## src/sv/pbm_pkg.sv

```systemverilog
`default_nettype none

package pbm_pkg;

  // Number of color bytes in one pixel.
  localparam int unsigned NumBytes = 3;

  typedef logic [7:0] pbm_byte_t;
  typedef logic [2:0] pbm_mode_t;
  typedef logic [3:0] pbm_reg_idx_t;

  // Blend mode codes held in the mode register.
  localparam pbm_mode_t MODE_COPY   = 3'd0;
  localparam pbm_mode_t MODE_KEY    = 3'd1;
  localparam pbm_mode_t MODE_AVG    = 3'd2;
  localparam pbm_mode_t MODE_W80    = 3'd3;
  localparam pbm_mode_t MODE_DARKER = 3'd4;

  // Configuration register indexes.
  localparam pbm_reg_idx_t REG_MODE = 4'd0;
  localparam pbm_reg_idx_t REG_KEY0 = 4'd1;
  localparam pbm_reg_idx_t REG_KEY1 = 4'd2;
  localparam pbm_reg_idx_t REG_KEY2 = 4'd3;

  // Green byte value that always counts as a match in color-key mode.
  localparam pbm_byte_t KEY_GREEN_ALIAS = 8'd3;
  localparam pbm_byte_t BYTE_MAX        = 8'd255;

  // Reciprocal multipliers. floor(x * RECIP5 / 2^16) equals floor(x / 5)
  // and floor(x * RECIP10 / 2^16) equals floor(x / 10) for all x below
  // 16384, which covers the 11-bit and 12-bit weighted sums used here.
  localparam logic [13:0] RECIP5  = 14'd13108;
  localparam logic [12:0] RECIP10 = 13'd6554;

  typedef struct packed {
    pbm_byte_t key0;
    pbm_byte_t key1;
    pbm_byte_t key2;
    pbm_mode_t mode;
  } pbm_cfg_t;

  // After the front stage: weighted sums, average and per-pixel flags.
  typedef struct packed {
    pbm_mode_t                 mode;
    pbm_byte_t [NumBytes-1:0]  src;
    pbm_byte_t [NumBytes-1:0]  dst;
    pbm_byte_t [NumBytes-1:0]  avg;
    logic [NumBytes-1:0][10:0] sum5;
    logic [NumBytes-1:0][11:0] sum10;
    logic [NumBytes-1:0]       darker;
    logic                      key_hit;
    logic                      dark_key_hit;
    logic                      avg_ok;
  } pbm_s1_t;

  // After the scaling stage: quotients replace the wide sums.
  typedef struct packed {
    pbm_mode_t                mode;
    pbm_byte_t [NumBytes-1:0] src;
    pbm_byte_t [NumBytes-1:0] dst;
    pbm_byte_t [NumBytes-1:0] avg;
    pbm_byte_t [NumBytes-1:0] q5;
    pbm_byte_t [NumBytes-1:0] q10;
    logic [NumBytes-1:0]      darker;
    logic                     key_hit;
    logic                     dark_key_hit;
    logic                     avg_ok;
  } pbm_s2_t;

endpackage

`default_nettype wire

```

## src/sv/pbm_front.sv

```systemverilog
`default_nettype none

module pbm_front
  import pbm_pkg::*;
(
  input  wire logic                     clk,
  input  wire logic                     rst,
  input  wire logic                     in_valid,
  input  wire pbm_cfg_t                 cfg,
  input  wire pbm_byte_t [NumBytes-1:0] src,
  input  wire pbm_byte_t [NumBytes-1:0] dst,
  output logic                          out_valid,
  output pbm_s1_t                       out_data
);

  pbm_s1_t data_next;
  logic    eq0;
  logic    eq1;
  logic    eq2;
  logic [8:0] pair_sum;

  always_comb begin
    data_next      = '0;
    pair_sum       = '0;
    data_next.mode = cfg.mode;
    data_next.src  = src;
    data_next.dst  = dst;
    for (int i = 0; i < NumBytes; i++) begin
      pair_sum              = {1'b0, dst[i]} + {1'b0, src[i]};
      data_next.avg[i]      = pair_sum[8:1];
      // dst*20 + src*80 over 100 reduces to (dst + 4*src) / 5.
      data_next.sum5[i]     = {3'b000, dst[i]} + {1'b0, src[i], 2'b00};
      data_next.sum10[i]    = {3'b000, dst[i], 1'b0} + {4'b0000, dst[i]}
                            + {1'b0, src[i], 3'b000} - {4'b0000, src[i]};
      data_next.darker[i]   = src[i] < dst[i];
    end
    eq0 = src[0] == cfg.key0;
    eq1 = src[1] == cfg.key1;
    eq2 = src[2] == cfg.key2;
    data_next.key_hit      = eq0 && (eq1 || src[1] == KEY_GREEN_ALIAS) && eq2;
    data_next.dark_key_hit = eq0 && eq1 && eq2;
    data_next.avg_ok       = src[0] != BYTE_MAX && src[1] != BYTE_MAX
                           && src[2] != BYTE_MAX;
  end

  always_ff @(posedge clk) begin
    if (rst) begin
      out_valid <= 1'b0;
    end else begin
      out_valid <= in_valid;
    end
  end

  always_ff @(posedge clk) begin
    if (in_valid) begin
      out_data <= data_next;
    end
  end

endmodule

`default_nettype wire

```

## src/sv/pbm_scale.sv

```systemverilog
`default_nettype none

module pbm_scale
  import pbm_pkg::*;
(
  input  wire logic    clk,
  input  wire logic    rst,
  input  wire logic    in_valid,
  input  wire pbm_s1_t in_data,
  output logic         out_valid,
  output pbm_s2_t      out_data
);

  pbm_s2_t     data_next;
  logic [24:0] prod5;
  logic [24:0] prod10;

  always_comb begin
    data_next              = '0;
    prod5                  = '0;
    prod10                 = '0;
    data_next.mode         = in_data.mode;
    data_next.src          = in_data.src;
    data_next.dst          = in_data.dst;
    data_next.avg          = in_data.avg;
    data_next.darker       = in_data.darker;
    data_next.key_hit      = in_data.key_hit;
    data_next.dark_key_hit = in_data.dark_key_hit;
    data_next.avg_ok       = in_data.avg_ok;
    for (int i = 0; i < NumBytes; i++) begin
      prod5            = 25'(in_data.sum5[i]) * 25'(RECIP5);
      prod10           = 25'(in_data.sum10[i]) * 25'(RECIP10);
      data_next.q5[i]  = prod5[23:16];
      data_next.q10[i] = prod10[23:16];
    end
  end

  always_ff @(posedge clk) begin
    if (rst) begin
      out_valid <= 1'b0;
    end else begin
      out_valid <= in_valid;
    end
  end

  always_ff @(posedge clk) begin
    if (in_valid) begin
      out_data <= data_next;
    end
  end

endmodule

`default_nettype wire

```

## src/sv/pbm_select.sv

```systemverilog
`default_nettype none

module pbm_select
  import pbm_pkg::*;
(
  input  wire logic                 clk,
  input  wire logic                 rst,
  input  wire logic                 in_valid,
  input  wire pbm_s2_t              in_data,
  output logic                      out_valid,
  output pbm_byte_t [NumBytes-1:0]  out_pixel
);

  pbm_byte_t [NumBytes-1:0] pixel_next;

  always_comb begin
    pixel_next = in_data.dst;
    case (in_data.mode)
      MODE_COPY: begin
        pixel_next = in_data.src;
      end
      MODE_KEY: begin
        pixel_next = in_data.key_hit ? in_data.dst : in_data.src;
      end
      MODE_AVG: begin
        pixel_next = in_data.avg_ok ? in_data.avg : in_data.dst;
      end
      MODE_W80: begin
        pixel_next = in_data.q5;
      end
      MODE_DARKER: begin
        for (int i = 0; i < NumBytes; i++) begin
          if (!in_data.dark_key_hit && in_data.darker[i]) begin
            pixel_next[i] = in_data.q10[i];
          end
        end
      end
      default: begin
        pixel_next = in_data.dst;
      end
    endcase
  end

  always_ff @(posedge clk) begin
    if (rst) begin
      out_valid <= 1'b0;
    end else begin
      out_valid <= in_valid;
    end
  end

  always_ff @(posedge clk) begin
    if (in_valid) begin
      out_pixel <= pixel_next;
    end
  end

endmodule

`default_nettype wire

```

## src/sv/pixel_blend_modes_top.sv

```systemverilog
// Channel      Handshake                Payload
// ------------ ------------------------ ------------------------------------
// pixel in     start, busy              src_byte0..2, dst_byte0..2
// pixel out    done (one-cycle strobe)  out_byte0..2
// config       cfg_valid, cfg_ready     cfg_index, cfg_data
//
// A pixel pair is taken on every clock edge with start high and busy low.
// Its result appears on out_byte0..2 with done high once it has passed
// the three register stages: the front stage, the reciprocal multiply
// and the mode select. One pixel per clock is sustained outside reset.
// Reset is synchronous; busy and not cfg_ready are high while rst is high.
// The receiver cannot stall, so results are never held back.
`default_nettype none

module pixel_blend_modes_top
  import pbm_pkg::*;
(
  input  wire logic         clk,
  input  wire logic         rst,
  input  wire logic         start,
  output logic              busy,
  input  wire pbm_byte_t    src_byte0,
  input  wire pbm_byte_t    src_byte1,
  input  wire pbm_byte_t    src_byte2,
  input  wire pbm_byte_t    dst_byte0,
  input  wire pbm_byte_t    dst_byte1,
  input  wire pbm_byte_t    dst_byte2,
  output logic              done,
  output pbm_byte_t         out_byte0,
  output pbm_byte_t         out_byte1,
  output pbm_byte_t         out_byte2,
  input  wire logic         cfg_valid,
  output logic              cfg_ready,
  input  wire pbm_reg_idx_t cfg_index,
  input  wire pbm_byte_t    cfg_data
);

  // Configuration registers. The user must change them only while the
  // pipeline is empty; the block does not enforce it. The front stage
  // reads them directly, later stages carry the mode along with each pixel.
  pbm_cfg_t cfg;

  logic                     in_transfer;
  logic                     s1_valid;
  pbm_s1_t                  s1_data;
  logic                     s2_valid;
  pbm_s2_t                  s2_data;
  pbm_byte_t [NumBytes-1:0] out_pixel;

  // The pipeline never stalls, so new pixels are refused only during reset.
  assign busy        = rst;
  assign cfg_ready   = !rst;
  assign in_transfer = start && !busy;

  always_ff @(posedge clk) begin
    if (rst) begin
      cfg <= '0;
    end else if (cfg_valid && cfg_ready) begin
      unique case (cfg_index)
        REG_MODE: cfg.mode <= cfg_data[2:0];
        REG_KEY0: cfg.key0 <= cfg_data;
        REG_KEY1: cfg.key1 <= cfg_data;
        REG_KEY2: cfg.key2 <= cfg_data;
        default:  ;
      endcase
    end
  end

  // Stage one: per-byte sums, the average and the key comparisons.
  pbm_front u_front (
    .clk       (clk),
    .rst       (rst),
    .in_valid  (in_transfer),
    .cfg       (cfg),
    .src       ({src_byte2, src_byte1, src_byte0}),
    .dst       ({dst_byte2, dst_byte1, dst_byte0}),
    .out_valid (s1_valid),
    .out_data  (s1_data)
  );

  // Stage two: divide the weighted sums by five and by ten.
  pbm_scale u_scale (
    .clk       (clk),
    .rst       (rst),
    .in_valid  (s1_valid),
    .in_data   (s1_data),
    .out_valid (s2_valid),
    .out_data  (s2_data)
  );

  // Stage three: pick the result for the current mode.
  pbm_select u_select (
    .clk       (clk),
    .rst       (rst),
    .in_valid  (s2_valid),
    .in_data   (s2_data),
    .out_valid (done),
    .out_pixel (out_pixel)
  );

  assign out_byte0 = out_pixel[0];
  assign out_byte1 = out_pixel[1];
  assign out_byte2 = out_pixel[2];

  // Every accepted pixel yields a result after the front, scale and select registers.
  assert property (@(posedge clk) disable iff (rst) in_transfer |-> ##3 done)
    else $error("accepted pixel produced no result");

  // No result strobe appears without an accepted pixel that passed all three registers.
  assert property (@(posedge clk) disable iff (rst) done |-> $past(in_transfer, 3))
    else $error("result strobe without an accepted pixel");

  // The middle stage holds a pixel only if one was accepted and passed front and scale.
  assert property (@(posedge clk) disable iff (rst)
    s2_valid |-> $past(in_transfer, 2))
    else $error("stage two valid out of step with the input");

  // An unused mode passes the destination of the same pixel through.
  assert property (@(posedge clk) disable iff (rst)
    s2_valid && s2_data.mode != MODE_COPY && s2_data.mode != MODE_KEY
      && s2_data.mode != MODE_AVG && s2_data.mode != MODE_W80
      && s2_data.mode != MODE_DARKER
    |=> out_pixel == $past(s2_data.dst))
    else $error("unused mode changed the destination pixel");

endmodule

`default_nettype wire

```

## config.mk

```make
export PLATFORM = sky130hd
export DESIGN_NAME = pixel_blend_modes_top
export DESIGN_NICKNAME = d
export VERILOG_FILES = /design/src/sv/pbm_pkg.sv /design/src/sv/pbm_front.sv /design/src/sv/pbm_scale.sv /design/src/sv/pbm_select.sv /design/src/sv/pixel_blend_modes_top.sv
export SDC_FILE = /design/constraint.sdc
export NUM_CORES = 1
export LEC_CHECK = 0
export BUFFER_PORTS_ARGS = -buffer_cell sky130_fd_sc_hd__buf_2
export CAP_MARGIN = 20
export CORE_MARGIN = 5
export CORE_UTILIZATION = 55
export CTS_CLUSTER_SIZE = 28
export DETAILED_ROUTE_END_ITERATION = 8
export GPL_ROUTABILITY_DRIVEN = 0
export PLACE_DENSITY = 0.78
export REMOVE_ABC_BUFFERS = 1
export SETUP_SLACK_MARGIN = 0.3
export SLEW_MARGIN = 15
export SYNTH_ARGS = -nofsm -noshare
export SYNTH_HDL_FRONTEND = slang
export SYNTH_SLANG_ARGS = --single-unit
```

## constraint.sdc

```tcl
create_clock -name clk -period 16.35 [get_ports clk]
set_input_delay 3.27 -clock clk [delete_from_list [all_inputs] [get_ports clk]]
set_output_delay 3.27 -clock clk [all_outputs]
set_load 0.02 [all_outputs]
```

* After elaboration in Yosys (flattened, before gate mapping)
Cells that the tools add are included.
** Storage, ports and cells
- Output and inout port bits :: 27
- Register bits after elaboration :: 333
** Operators by class
- Multipliers :: 6
- Mux-type cells :: 6
- Add/subtract/negate cells :: 15
- Order comparisons :: 3
- Reduce and logical (&&, ||, !) cells :: 20
- Equal/unequal tests :: 14
** Operators with widths (count)
- 24-bit case mux with 5 select lines :: 1
- 12-bit by 12-bit multiplier with 23-bit output (second input constant) :: 3
- 11-bit by 12-bit multiplier with 22-bit output (second input constant) :: 3
- 24-bit two-way mux :: 2
- 12-bit by 11-bit adder with 12-bit output :: 3
- 12-bit by 8-bit subtractor with 12-bit output :: 3
- 8-bit by 10-bit adder with 11-bit output :: 3
- 9-bit by 8-bit adder with 10-bit output :: 3
- 8-bit by 8-bit adder with 9-bit output :: 3
- 8-bit equality test :: 3
- 8-bit less-than comparator :: 3
- 8-bit two-way mux :: 3
- 8-bit != test (second input constant) :: 3
- 1-bit logical AND :: 11
- 4-bit by 2-bit equality test with 1-bit output (second input constant) :: 2
- 8-bit by 2-bit equality test with 1-bit output (second input constant) :: 1
- 2-bit AND reduction :: 4
- 3-bit by 2-bit equality test with 1-bit output (second input constant) :: 2
- 4-bit by 1-bit equality test with 1-bit output (second input constant) :: 1
- 4-bit logical NOT :: 1
- 3-bit by 1-bit equality test with 1-bit output (second input constant) :: 1
- 3-bit equality test (second input constant) :: 1
- 3-bit logical NOT :: 1
- 1-bit logical NOT :: 2
- 1-bit logical OR :: 1

* Logic depth before layout (Yosys ltp)
- Word-level depth :: 4
- Mapped depth :: 19
- Gate-level depth less buffers :: 19

* Modules after synthesis
Synthesis repeated with hierarchy kept, for this count alone.
** Second synthesis, totals
- Cells, all modules :: 2740
- Area, all modules :: 30415.4 sq um
** By module, submodules not included
- pbm_scale :: cells each 1530, area an instance 17202.7 sq um, times used 1, seq. area each 3893.7 sq um
- pbm_front :: cells each 829, area an instance 9681.8 sq um, times used 1, seq. area each 4344.2 sq um
- pbm_select :: cells each 269, area an instance 2409.8 sq um, times used 1, seq. area each 740.7 sq um
- pixel_blend_modes_top :: cells each 112, area an instance 1121.1 sq um, times used 1, seq. area each 540.5 sq um

* Worst setup path after synthesis
OpenSTA, ideal clock, no wires.
- Path kind :: input port to flip-flop
- From :: input port rst
- To :: register u_front.out_data[0] (netlist bit) (enable)
- Arrival time :: 9.776 ns
- Required time :: 15.687 ns
- Setup time :: 0.663 ns
- Stages on the path :: 2
- Path slack :: 5.911 ns
- Path through :: clkbuf_1 -> nor2b_1
** Between the ends
- Word-level cells in the longest chain between the ends :: 2
** RTL lines
- from (decl) :: line pixel_blend_modes_top.sv:19 : input wire logic rst,
- 1-bit logical NOT :: line pixel_blend_modes_top.sv:53 : assign in_transfer = start && !busy;
- 1-bit logical AND :: line pixel_blend_modes_top.sv:53
- named net in_transfer :: line pixel_blend_modes_top.sv:43 : logic in_transfer;
- to (signal assigned) :: line pbm_front.sv:56 : out_data <= data_next;
- to (decl) :: line pbm_front.sv:13 : output pbm_s1_t out_data
The timed path passes the listed nets, and every way through them passes these cells.
A chain may end at the register's enable or synchronous reset.

* Final worst setup path
- From :: input port rst
- To :: output port busy
** RTL lines
- to (decl) :: line pixel_blend_modes_top.sv:21 : output logic busy,
No word-level cell between the ends.

==> impl_metrics.py <==
metrics = {
    "timing": {
        "setup_violations": 0,
        "post-route-min-period_ns": 7.30,
        "period_share_pct": 44.6,
        "timing.slew.headroom_pct": 36.8,
        "drv_slew": 0,
        "hold_violations": 0,
        "fmax_ghz": 0.137,
        "fin_skew_ns": 0.0166,
        "whs_ns": 0.414,
        "tightest_slew_ns": 0.949,
        "grt_setup_unrepaired": "no",
        "timing.setup.tns_ns": 0,
    },
    "critical_path": {
        "critical_path.most_common_cell": "buf_2",
        "worstPathBufferInverterCount": 2,
        "cp-start-kind": "input pin",
        "cp.arrival_ns": 4.03,
        "path_max_fanout": 34,
        "cp.required_ns": 13.08,
        "path_cells": "buf_2 -> buf_2",
        "reg2reg_from": "u_front.out_data[24]",
        "max_stage_delay_ns": 0.48,
        "crit_family": "buffers and inverters",
        "timing.rr.end": "u_scale.out_data[20]",
        "crit_type": "in -> out",
        "slowest_stage": "buf_2",
        "worst-r2r-cell-count": 17,
        "regToRegSetupSlack_ns": 11.10,
        "end_kind": "output port",
    },
    "drt": {
        "ant_nets": 0,
        "drt_iter0_drc": 1365,
        "drc": 0,
        "drtPass1Iterations": 7,
        "post_drt_wl_per_cell_um": 18.3,
        "finalWirelength_um": 62000,
        "num_vias": 18847,
        "vias_per_cell": 5.56,
    },
    "worst_hold_path": {
        "min_from": "u_front.out_data[129]",
        "hold_depth": 0,
        "hp-class": "reg -> reg",
        "hold_end": "u_scale.out_data[108]",
    },
    "floorplan": {
        "die_h_um": 240,
        "die_area_um2": 57700,
        "io_pins": 91,
        "row_count": 84,
        "fp.coreArea_um2": 52600,
        "chipWidth_um": 240,
        "start_util_pct": 55.5,
    },
    "synthesis": {
        "synth.cell_area_um2": 29200,
        "yosysSeqAreaShare_pct": 32.6,
        "netlist_instances": 2565,
        "synth_commonest_cells": "ha_1 (573), inv_1 (567), edfxtp_1 (297), fa_1 (231), a21oi_1 (113)",
        "synth_largest_area_cell": "edfxtp_1",
        "synth-edff-count": 297,
        "synth.area.top_cells": "edfxtp_1 (31%), ha_1 (25%), fa_1 (16%), inv_1 (7.3%), xnor2_1 (2.8%)",
        "netlist.area_leader.share_pct": 30.6,
        "yosysUniqueCellTypes": 72,
        "ys.warnings.count": 0,
        "synth.most_common_cell": "ha_1",
        "synth_seq_cells": 327,
        "syn_avg_cell_area_um2": 11.4,
        "async_reset_ff_share_pct": 0,
        "synth_ff_type": "edfxtp_1",
    },
    "clocking": {
        "htreeDepth": 2,
        "cts_sinks": 327,
        "cts.reportedPaths.clkPinSlew_ns": 0.06,
        "hold_buffers": 0,
        "cts.repair.resized": 0,
        "cts_root_buffer": "clkbuf_16",
        "cts_tree": "done",
        "cts_buffers": 36,
        "cts.path.max_buffers": 3,
        "postCtsSetupBuffers": 0,
        "clock_latency_ns": 0.55,
    },
    "cells_and_area": {
        "antenna_cells": 0,
        "areaGrowthSynthToFinish_pct": 8.39,
        "finalNetCount": 3546,
        "drive_above_1_share_pct": 6.03,
        "fill_cells": 4076,
    },
    "run_status": {
        "status": "finished clean",
    },
    "grt": {
        "grt.met2_usage_pct": 37.2,
        "grt_max_degree": 145,
        "grtUsageTotal_pct": 21.9,
        "top_usage_layer": "met2",
        "use_met1_pct": 29.6,
        "overflow": 0,
        "grt_pass1_wl_um": 101000,
        "grt_pass1_vias": 20148,
        "use_met3_pct": 3.73,
        "antenna_found_initial": 2,
    },
    "placement": {
        "hpwl_um": 50100,
        "port_buffers": 90,
    },
    "job": {
        "cap_violations": 0,
    },
}
per-stage QoR:
step                cell area, um2  instances  setup WS [ns]  utilization (%)
floorplan                    29100       2544           6.03                -
global placement             30500       3327           9.08             58.0
detailed placement           30500       3327           9.06             58.0
CTS                          31600       3391           9.05             60.1
global route                 31600       3392           8.97             60.2
finish                       31600       3392           9.05             60.2
metal layers:
metal	vias to the layer above	share of wire (%)
met5	-	0
met4	0	2.1
met3	92	6.9
met2	511	48
met1	9308	43
li1	8936	-
layout by cell type (no fill, tap or decap), drive strengths merged, types with 5 or more instances in the layout:
master and instances:
nand3 13, nor2 91, clkbuf 44, o21bai 34, fa 231, a211oi 14, inv 570, a21oi 114
and2 12, edfxtp 297, clkinv 16, nor2b 26, xor2 67, xnor2 94, nor4 10, buf 96
a222oi 9, mux2i 34, or2 7, nand2 62, dfxtp 30, nor3 10, o21a 13, a221o 12
ha 573, o211ai 7, o21ai 49, nand2b 5, a21o 38, a31oi 7, and3 10, nand4 14
a22oi 16, nand3b 7
layout make-up:
| type | count | area (um2) | area share, % |
|---|---|---|---|
| Multi-Input combinational cell | 1650 | 17500 | 55.2 |
| Sequential cell | 327 | 9520 | 30.1 |
| Inverter | 567 | 2130 | 6.73 |
| Clock buffer | 44 | 973 | 3.08 |
| Tap cell | 688 | 861 | 2.72 |
| Timing Repair Buffer | 96 | 528 | 1.67 |
| Clock inverter | 20 | 139 | 0.439 |
flip-flops by register name, indices dropped and copies added (netlist names):
name	flops
u_scale.out_valid	1
u_select.out_pixel	24
u_select.out_valid	1
u_front.out_valid	1
cfg	27
u_front.out_data	144
u_scale.out_data	129
logic make-up (layout without fill, tap and decap cells):
kind of cell,Yosys count,after routing,synth area share [%]
AO/OA/AOI/OAI,360,360,8.29
XOR/XNOR,161,161,4.84
adder cells (fa/ha/maj),804,804,40.4
buffers and inverters,588,727,7.59
flip-flops,327,327,32.6
multiplexers,34,34,1.17
AND/OR/NAND/NOR,291,291,5.04
worst max-delay path by stage:
| stage | startpoint | end | depth (start not counted) | slack (ns) |
|---|---|---|---|---|
| detailed placement | rst | busy | 2 | 9.06 |
| floorplan | rst | u_front.out_data[0] | 1 | 6.03 |
| CTS | rst | busy | 2 | 9.05 |
| global placement | rst | busy | 2 | 9.08 |
| global route | rst | cfg_ready | 3 | 8.97 |
| finish | rst | busy | 2 | 9.05 |
Power is left out: the tool's default activity adds up to more than one toggle a clock period on the data nets, which glitch-free logic cannot reach.
